--- src/rtl/core/u8sf_pkg.sv ---
// ----------------------------------------------------------------------------
// u8sf_pkg
// Shared constants and decode helpers for the UTF-8 sequence filter.
// ----------------------------------------------------------------------------
package u8sf_pkg;

  localparam int unsigned MaxSeq    = 4;
  localparam int unsigned PendDepth = MaxSeq - 1;
  localparam int unsigned LenW      = $clog2(MaxSeq + 1);
  localparam int unsigned CapW      = 16;
  localparam int unsigned AddrW     = 2;

  localparam logic [AddrW-1:0] CapAddr  = '0;
  localparam logic [CapW-1:0]  CapReset = 16'd256;

  localparam logic [7:0] LeadAsciiLim = 8'h80;
  localparam logic [7:0] Mask2        = 8'hE0;
  localparam logic [7:0] Lead2        = 8'hC0;
  localparam logic [7:0] Mask3        = 8'hF0;
  localparam logic [7:0] Lead3        = 8'hE0;
  localparam logic [7:0] Mask4        = 8'hF8;
  localparam logic [7:0] Lead4        = 8'hF0;
  localparam logic [7:0] ContMask     = 8'hC0;
  localparam logic [7:0] ContCode     = 8'h80;

  // Sequence length announced by a lead byte, zero for a byte that leads nothing
  function automatic logic [LenW-1:0] lead_length(input logic [7:0] c);
    logic [LenW-1:0] len;
    len = '0;
    if (c < LeadAsciiLim) begin
      len = LenW'(1);
    end else if ((c & Mask2) == Lead2) begin
      len = LenW'(2);
    end else if ((c & Mask3) == Lead3) begin
      len = LenW'(3);
    end else if ((c & Mask4) == Lead4) begin
      len = LenW'(4);
    end
    return len;
  endfunction

  function automatic logic is_continuation(input logic [7:0] c);
    return (c & ContMask) == ContCode;
  endfunction

endpackage

--- src/rtl/core/utf8_sequence_filter.sv ---
// An input byte is held in the input register, then loads the result register.
// Throughput: one input byte and one result per cycle, each unless stalled;
// results leave a four-entry result register, which takes a new group once
// its last entry goes. The final byte of a four-byte sequence releases a burst
// of four results. Reset (rst_ni low, asynchronous) closes any open sequence,
// clears the written count, empties both stages and sets capacity to 256.
// ----------------------------------------------------------------------------
// utf8_sequence_filter
// Drops malformed UTF-8 sequences from a zero-terminated byte stream and
// emits well-formed ones while they fit in the output buffer.
// ----------------------------------------------------------------------------
module utf8_sequence_filter
  import u8sf_pkg::*;
(
  input  logic             clk_i,
  input  logic             rst_ni,
  // configuration
  input  logic             psel,
  input  logic             penable,
  input  logic             pwrite,
  input  logic [AddrW-1:0] paddr,
  input  logic [31:0]      pwdata,
  output logic [31:0]      prdata,
  output logic             pready,
  // input stream
  input  logic             in_valid_i,
  output logic             in_stall_o,
  input  logic [7:0]       data_byte_i,
  // result stream
  output logic             out_valid_o,
  input  logic             out_stall_i,
  output logic [7:0]       out_byte_o,
  output logic             end_of_text_o,
  output logic             last_of_run_o
);

  // configuration register
  logic [CapW-1:0] cap_q;
  logic            cap_sel;

  assign pready  = 1'b1;
  assign cap_sel = (paddr == CapAddr);
  assign prdata  = cap_sel ? 32'(cap_q) : '0;

  always_ff @(posedge clk_i or negedge rst_ni) begin
    if (!rst_ni) begin
      cap_q <= CapReset;
    end else if (psel && penable && pwrite && pready && cap_sel) begin
      cap_q <= pwdata[CapW-1:0];
    end
  end

  // input register
  logic       in_vld_q;
  logic [7:0] in_byte_q;

  // sequence state
  logic [LenW-1:0] seq_len_q, seq_len_d;
  logic [LenW-1:0] bc_q, bc_d;
  logic            sok_q, sok_d;
  logic [CapW-1:0] wc_q, wc_d;
  logic [7:0]      pend_q [PendDepth];

  // result group
  logic [7:0]      grp_q [MaxSeq];
  logic [7:0]      grp_d [MaxSeq];
  logic [LenW-1:0] grp_cnt_q, grp_cnt_d;
  logic            eot_q, eot_d;

  logic            pend_wr;
  logic [1:0]      pend_idx;
  logic [LenW-1:0] n_res;
  logic            res_eot;
  logic            grp_free, consume, load, drain;

  logic [LenW-1:0] eff_len, eff_bc, lead;
  logic            eff_ok, go;

  always_comb begin
    seq_len_d = seq_len_q;
    bc_d      = bc_q;
    sok_d     = sok_q;
    wc_d      = wc_q;
    pend_wr   = 1'b0;
    pend_idx  = bc_q[1:0];
    n_res     = '0;
    res_eot   = 1'b0;
    eff_len   = seq_len_q;
    eff_bc    = bc_q;
    eff_ok    = sok_q && is_continuation(in_byte_q);
    lead      = lead_length(in_byte_q);
    go        = 1'b1;

    if (in_byte_q == 8'd0) begin
      // end of string: drop any open sequence, terminate when there is room
      seq_len_d = '0;
      bc_d      = '0;
      sok_d     = 1'b1;
      wc_d      = '0;
      if (cap_q != '0) begin
        n_res   = LenW'(1);
        res_eot = 1'b1;
      end
    end else begin
      if (seq_len_q == '0) begin
        if (cap_q == '0 || ({1'b0, wc_q} + 17'd1) >= {1'b0, cap_q} || lead == '0) begin
          go = 1'b0;
        end
        eff_len = lead;
        eff_bc  = '0;
        eff_ok  = 1'b1;
      end
      if (go) begin
        if ((eff_bc + LenW'(1)) < eff_len) begin
          pend_wr   = 1'b1;
          pend_idx  = eff_bc[1:0];
          seq_len_d = eff_len;
          bc_d      = eff_bc + LenW'(1);
          sok_d     = eff_ok;
        end else begin
          seq_len_d = '0;
          bc_d      = '0;
          sok_d     = 1'b1;
          if (eff_ok && ({1'b0, wc_q} + 17'(eff_len)) < {1'b0, cap_q}) begin
            n_res = eff_len;
            wc_d  = wc_q + CapW'(eff_len);
          end
        end
      end
    end
  end

  // a byte that causes no result never waits on the output side
  assign drain      = out_valid_o && !out_stall_i;
  assign grp_free   = (grp_cnt_q == '0) || (grp_cnt_q == LenW'(1) && !out_stall_i);
  assign consume    = in_vld_q && ((n_res == '0) || grp_free);
  assign load       = consume && (n_res != '0);
  assign in_stall_o = in_vld_q && !consume;

  always_comb begin
    grp_cnt_d = grp_cnt_q;
    eot_d     = eot_q;
    for (int k = 0; k < MaxSeq; k++) begin
      grp_d[k] = grp_q[k];
    end
    if (load) begin
      grp_cnt_d = n_res;
      eot_d     = res_eot;
      for (int k = 0; k < PendDepth; k++) begin
        if (LenW'(k + 1) == n_res) begin
          grp_d[k] = in_byte_q;
        end else begin
          grp_d[k] = pend_q[k];
        end
      end
      grp_d[MaxSeq-1] = in_byte_q;
    end else if (drain) begin
      grp_cnt_d = grp_cnt_q - LenW'(1);
      // advance the next entry to the head
      for (int k = 0; k < MaxSeq - 1; k++) begin
        grp_d[k] = grp_q[k + 1];
      end
    end
  end

  always_ff @(posedge clk_i or negedge rst_ni) begin
    if (!rst_ni) begin
      in_vld_q  <= 1'b0;
      seq_len_q <= '0;
      bc_q      <= '0;
      sok_q     <= 1'b1;
      wc_q      <= '0;
      grp_cnt_q <= '0;
      eot_q     <= 1'b0;
    end else begin
      if (!in_stall_o) begin
        in_vld_q <= in_valid_i;
      end
      if (consume) begin
        seq_len_q <= seq_len_d;
        bc_q      <= bc_d;
        sok_q     <= sok_d;
        wc_q      <= wc_d;
      end
      grp_cnt_q <= grp_cnt_d;
      eot_q     <= eot_d;
    end
  end

  always_ff @(posedge clk_i) begin
    if (in_valid_i && !in_stall_o) begin
      in_byte_q <= data_byte_i;
    end
    if (consume && pend_wr) begin
      pend_q[pend_idx] <= in_byte_q;
    end
    for (int k = 0; k < MaxSeq; k++) begin
      grp_q[k] <= grp_d[k];
    end
  end

  assign out_valid_o   = grp_cnt_q != '0;
  assign out_byte_o    = grp_q[0];
  assign last_of_run_o = grp_cnt_q == LenW'(1);
  assign end_of_text_o = eot_q && (grp_cnt_q == LenW'(1));

`ifndef ASSERT_OFF
  a_eot_alone: assert property (@(posedge clk_i) disable iff (!rst_ni)
    out_valid_o && end_of_text_o |-> last_of_run_o && out_byte_o == 8'd0)
    else $error("terminator not a lone zero result");

  a_no_idle_stall: assert property (@(posedge clk_i) disable iff (!rst_ni)
    !in_vld_q |-> !in_stall_o)
    else $error("input stalled with an empty input register");

  a_collect_bound: assert property (@(posedge clk_i) disable iff (!rst_ni)
    seq_len_q != '0 |-> bc_q < seq_len_q)
    else $error("collected count reached the sequence length");

  a_group_bound: assert property (@(posedge clk_i) disable iff (!rst_ni)
    load |=> grp_cnt_q != '0 && grp_cnt_q <= LenW'(MaxSeq))
    else $error("result group count out of range after load");
`endif

endmodule
--- config.mk ---
export PLATFORM = sky130hd
export DESIGN_NAME = utf8_sequence_filter
export DESIGN_NICKNAME = d
export VERILOG_FILES = /design/src/rtl/core/u8sf_pkg.sv /design/src/rtl/core/utf8_sequence_filter.sv
export SDC_FILE = /design/constraint.sdc
export NUM_CORES = 1
export LEC_CHECK = 0
export ABC_AREA = 1
export BUFFER_PORTS_ARGS = -buffer_cell sky130_fd_sc_hd__buf_2
export CAP_MARGIN = 40
export CORE_MARGIN = 2
export CORE_UTILIZATION = 35
export DETAILED_ROUTE_END_ITERATION = 10
export PLACE_DENSITY = 0.63
export SLEW_MARGIN = 30
export SYNTH_ARGS = -nofsm -noshare
export SYNTH_HDL_FRONTEND = slang
export SYNTH_SLANG_ARGS = --single-unit
--- constraint.sdc ---
create_clock -name clk_i -period 5.4 [get_ports clk_i]
set_input_delay 0 -clock clk_i [delete_from_list [all_inputs] [get_ports clk_i]]
set_output_delay 0 -clock clk_i [all_outputs]
set_load 0.05 [all_outputs]
# After elaboration in Yosys (flattened, before gate mapping)
# Memories as Yosys holds them, arrays and structs flattened.
# Cells that the tools add are included.
dict set report word_totals {
  register_bits 52
  ramBits 56
  inputBits 49
  output_inout_bits 45
  wordCells 114
  mem_count 2
}
dict set report op_classes {
  add_sub_neg 5
  n_lt_le_gt_ge 4
  eq_ne 9
  muxes 50
  reduce_logical 35
}
# memory depth word_bits rd rd_clocked_by_memory_dff wr line
set mem_list {}
lappend mem_list {grp_q 4 8 4 0 4 utf8_sequence_filter.sv:65} ;# logic [7:0] grp_q [MaxSeq];
lappend mem_list {pend_q 3 8 3 0 1 utf8_sequence_filter.sv:62} ;# logic [7:0] pend_q [PendDepth];
# operator n
set op_table {}
lappend op_table {{$mux W16} 5}
lappend op_table {{$mux W3} 20}
lappend op_table {{$mux W24} 2}
lappend op_table {{$mux W8} 4}
lappend op_table {{$add A16 B1 Y17 const B} 1}
lappend op_table {{$add A16 B3 Y17} 1}
lappend op_table {{$ge A17 B16 Y1} 1}
lappend op_table {{$lt A17 B16 Y1} 1}
lappend op_table {{$add A16 B3 Y16} 1}
lappend op_table {{$logic_not A16 Y1} 1}
lappend op_table {{$mux W1} 16}
lappend op_table {{$reduce_bool A16 Y1} 1}
lappend op_table {{$logic_and A1 B1 Y1} 13}
lappend op_table {{$logic_not A3 Y1} 4}
lappend op_table {{$logic_not A8 Y1} 1}
lappend op_table {{$lt A8 B8 Y1 const B} 1}
lappend op_table {{$eq A2 B3 Y1 const A} 2}
lappend op_table {{$mux W2} 3}
lappend op_table {{$reduce_bool A2 Y1} 3}
lappend op_table {{$reduce_bool A3 Y1} 2}
lappend op_table {{$eq A5 B5 Y1 const B} 1}
lappend op_table {{$eq A4 B4 Y1 const B} 1}
lappend op_table {{$logic_or A1 B1 Y1} 4}
lappend op_table {{$reduce_and A4 Y1} 1}
lappend op_table {{other kinds (11)} 13}

# Logic depth before layout (Yosys ltp)
dict set report logic_depth {
  depth_word 21
  mapped_depth 36
}

# Least setup slack after synthesis
# No wires, ideal clock.
dict set report synth_timing {
  path_kind {reg-to-reg}
  start {register, netlist name in_byte_q[7]}
  end {memory grp_q[0][0], enable pin}
  setup_time_ns 0.382
  t_arrival_ns 4.314
  t_required_ns 5.018
  setup_slack_ns 0.704
  path_stages_with_launch 30
  period_less_slack_ns 4.696
  path_cell_list {edfxtp_1 > inv_1 > nor2_1 > a21oi_1 > o31ai_2 > ha_1 > inv_1 > fa_1 > inv_1 > nand2_1 > a21oi_2 > inv_1 > nor2_4 > nand2_1 > o21ai_0 > nand2_1 > ha_1 > a21oi_1 > nor3_1 > nor3_1 > nand2_1 > nand2_1 > nand2_1 > nand2_1 > nand2_2 > nor2_1 > a21oi_4 > nand2_2 > nand3_2 > nand2_1}
}
# item line
set synth_rtl {}
lappend synth_rtl {{to (decl)} utf8_sequence_filter.sv:65}

# Worst setup path in the final report
dict set report layout_timing {
  start {register in_byte_q[7]}
  end {memory pend_q[2][3], enable pin}
}
dict set report layout_between {
  elab_chain_cells 20
  elab_cells_between_ends 40
}
# item line
set layout_lines {}
lappend layout_lines {{from (decl)} utf8_sequence_filter.sv:55} ;# logic [7:0] in_byte_q;
lappend layout_lines {{from (signal assigned)} utf8_sequence_filter.sv:192} ;# in_byte_q <= data_byte_i;
lappend layout_lines {{$eq A5 B5 Y1} u8sf_pkg.sv:36} ;# end else if ((c & Mask4) == Lead4) begin
lappend layout_lines {{$mux W3} u8sf_pkg.sv:36}
lappend layout_lines {{$mux W3} u8sf_pkg.sv:34} ;# end else if ((c & Mask3) == Lead3) begin
lappend layout_lines {{$mux W3} u8sf_pkg.sv:32} ;# end else if ((c & Mask2) == Lead2) begin
lappend layout_lines {{$mux W3} u8sf_pkg.sv:30} ;# if (c < LeadAsciiLim) begin
lappend layout_lines {{$mux W3} utf8_sequence_filter.sv:105} ;# if (seq_len_q == '0) begin
lappend layout_lines {{$mux W3} utf8_sequence_filter.sv:94} ;# if (in_byte_q == 8'd0) begin
lappend layout_lines {{$add A16 B3 Y17} utf8_sequence_filter.sv:124} ;# if (eff_ok && ({1'b0, wc_q} + 17'(eff_len)) < {1'b0, cap_q}) begin
lappend layout_lines {{(+4 left out)} n/a}
lappend layout_lines {{$mux W3} utf8_sequence_filter.sv:113} ;# if (go) begin
lappend layout_lines {{$mux W3} utf8_sequence_filter.sv:94}
lappend layout_lines {{$logic_not A3 Y1} utf8_sequence_filter.sv:136} ;# assign consume = in_vld_q && ((n_res == '0) || grp_free);
lappend layout_lines {{$logic_or A1 B1 Y1} utf8_sequence_filter.sv:136}
lappend layout_lines {{$logic_and A1 B1 Y1} utf8_sequence_filter.sv:136}
lappend layout_lines {{$logic_and A1 B1 Y1} utf8_sequence_filter.sv:194} ;# if (consume && pend_wr) begin
lappend layout_lines {{$mux W1} utf8_sequence_filter.sv:194}
lappend layout_lines {{$mux W1 (not written as such)} utf8_sequence_filter.sv:195} ;# pend_q[pend_idx] <= in_byte_q;
lappend layout_lines {{to (decl)} utf8_sequence_filter.sv:62}
# Several ways; a longest one is shown, not always the timed one. The select of a mux whose other input is x is not followed.

==> impl_results.md <==
* Largest net degree at the start of global routing at 45
* Worst Path Required at 5480 ps
* Initial antenna violation count at 0
* Vias in the first global route at 4766
* Number of remaining DRC errors at 0
* Top cell type's share of synthesized area at 0.2939
* Die X at ~140 um
* Max-cap violations at 0
* CP Max Fanout at 8
* Cell area power density at 468.3 mW/mm2
* Unique cell type count in the Yosys netlist at 42
* Seq/Total Area, Yosys at 0.4627
* Routability cong. at 0.8374
* Die H at between 100 and 150 um
* Final worst slack at 326.4 ps
* Crit path top cell by count: nand2_1
* CP peak stage delay at 360 ps
* Share of cells above drive strength 1 at 0.1586
* Critical path launch point type: register
* Num rows at 49
* Register bit total from synthesis at 108
* Synthesis Warnings at 0
* Worst ir drop on vdd at ~0.24 mV
* Clk sinks at 108
* Post-DP HPWL at 10.19 mm
* Cells after Synth at 784
* Total track usage at 0.1504
* Root Buffer: clkbuf_16
* Post-DRT Antenna Nets at 0
* CTS tree: yes
* Number of fill cells at between 1500 and 2000
* Initial core utilization at 0.3603
* Post-synth top area cell: edfxtp_1
* Routed wire length at 14.54 mm
* Critical path endpoint category: register
* Finished layout cell area at approximately 0.008 mm2
* Met1 Track Usage GR at 0.2104
* Nets at 975
* Sum Neg Setup Slack at 0 ps
* Worst-Skew Late Latency at 370 ps
* Worst-Margin Slew at approximately 610 ps
* CTS H-tree lvls at 3
* GRT met2 Usage at 0.2413
* DP Worst Slack at approximately 270 ps
* Mapped Area at between 0.006 and 0.007 mm2
* Synth area leaders: edfxtp_1 (29%), dfrtp_1 (16%), nand2_1 (13%)
* Outcome: complete, no violations
* Final worst-path cycle share at 0.9395
* Top FF cell, synth: edfxtp_1
* Clk slew on worst S/H paths at about 80 ps
* Most frequent cells after synthesis: nand2_1 (219), inv_1 (95), nor2_1 (85), edfxtp_1 (64), dfrtp_1 (42)
* Via count at about 5200
* DP Area at 0.007129 mm2
* Most common cell in the synthesized netlist: nand2_1
* Vias per cell at around 4.7
* ANT cells at 0
* Tmin final at 5074 ps
* M3 GR Usage at 0.02378
* 1st-iter DRT viols at 258
* Hold WS at 65.50 ps
* Area Overhead vs Synth at 18.89%
* Number of iterations in the first detailed-routing pass at 4
* Clock Skews at 14.92 ps
* Async SR Flop Fraction at 0.4074
* PnR Total Power at 3640 uW
* Avg Cell Area, Syn at 8.340 um2
* Num ports at 94
* Leakage power figure at 0.003947 uW
* Buffers on Ports at 60
* Final hold violation count at 0
* Die area at 0.01979 mm2
* Longest Clk Path Bufs at 2
* Slew Viols, Final at 0
* Min-delay worst type: in -> reg
* Global-route wire length before repair at 23.89 mm
* Final Setup Violations at 0
* CP arrival at 5150 ps
* Slew HR at 0.5890
* FMAX at 197.1 MHz
* Std-Cell Core Area at 0.01815 mm2
* Cts bufs inserted at 9
* Overflow after GRT at 0
* Setup CP Type: reg -> reg
* Slowest CP cell: edfxtp_1
* Post-synth EDFFs at 64
* GR peak layer: met2
* Unrepaired setup endpoints after global routing: yes
* Routed length per instance at 13.01 um
==> layout make-up <==
type	instances	area, um2	share of cell area
clock buffer	9	225.2	0.02897
clock inverter	7	86.33	0.01111
inverter	101	379.1	0.04877
multi-input combinational	552	2985	0.3840
sequential	108	3025	0.3892
tap	229	286.5	0.03686
timing repair buffer	112	785.8	0.1011
==> cells in the final DEF, fill, tap and decap left out, types with 3 or more instances in the layout <==
cell type | netlist | final
conb_1 | 2 | 17
nor3_1 | 6 | 6
nand4_1 | 26 | 26
dfrtp_1 | 42 | 42
dlygate4sd3_1 | 0 | 26
o21ai_1 | 7 | 7
clkbuf_16 | 0 | 9
nand3_2 | 2 | 3
nor2_1 | 85 | 83
edfxtp_1 | 64 | 64
clkinv_8 | 0 | 3
nor3_2 | 3 | 3
inv_1 | 95 | 94
inv_2 | 5 | 6
a21oi_1 | 31 | 31
buf_2 | 9 | 59
nand2_1 | 219 | 216
ha_1 | 41 | 40
o211ai_1 | 3 | 3
nor2_2 | 3 | 5
xor2_1 | 26 | 26
nand2_2 | 8 | 11
nor4_1 | 3 | 3
buf_4 | 19 | 22
nand3_1 | 26 | 25
nand3b_1 | 4 | 4
buf_6 | 0 | 4
o21ai_0 | 22 | 22
==> cells by family after synthesis <==
logic type,share of synthesized area
flops,0.4627
buf+inv,0.09242
other cells,0.001149
xor+xnor,0.03617
fa+ha+maj,0.08152
simple gates,0.2602
compound gates,0.06582
==> sequential cells by signal (all words and copies together), names as in the netlist <==
name       count
grp_q         32
pend_q        24
cap_q         16
wc_q          16
in_byte_q      8
bc_q           3
grp_cnt_q      3
seq_len_q      3
eot_q          1
in_vld_q       1
sok_q          1
==> layer usage <==
layer / vias to the layer above / share of wire / wire length (um)
li1: 2703 / - / -
met1: 2427 / 0.49 / 7127
met2: 84 / 0.47 / 6818
met3: 11 / 0.030 / 431
met4: 0 / 0.011 / 163
met5: - / 0 / 0
==> stage by stage <==
step                instances    util
global route             1118  0.4284
global placement         1071  0.3927
detailed placement       1071  0.3929
floorplan                 799       -
finish                   1118  0.4284
CTS                      1113  0.4244
==> power breakdown <==
part	total [uW]	switching (uW)	leakage (uW)	internal (uW)
Clock	685	352	0.000151	333
Combinational	1710	1190	0.00266	519
Sequential	1250	95.2	0.00114	1150
Total	3640	1640	0.00395	2000
==> final timing paths <==
check	from	to	slack [ps]	cells past startpoint
worst max register to register	in_byte_q[7]$_DFFE_PP_	pend_q[2][3]$_DFFE_PP_	330	33
worst min-delay path	out_stall_i	grp_cnt_q[0]$_DFFE_PN0P_	70	5
min in group asynchronous	rst_ni	cap_q[13]$_DFFE_PN0P_	200	2
max in group asynchronous	rst_ni	wc_q[3]$_DFFE_PN0P_	4780	2
worst min register to register	sok_q$_DFFE_PN1P_	sok_q$_DFFE_PN1P_	470	2
worst max-delay path	in_byte_q[7]$_DFFE_PP_	pend_q[2][3]$_DFFE_PP_	330	33
==> repair_timing <==
action | 4_1_cts | 5_1_grt
hold buffers | 26 | 0
hold endpoints to repair | 67 | 0
buffers inserted | 0 | 5
endpoints found under the setup margin | 0 | 107
gates resized for setup | 0 | 12
==> worst max-delay path, delay by kind of cell, from the launching register on <==
family | cells | cell delay, ps
xor+xnor | 1 | 190
simple gates | 18 | 1850
compound gates | 5 | 930
flops | 1 | 360
buf+inv | 6 | 540
fa+ha+maj | 3 | 890
(Power assumes the default switching activity.)
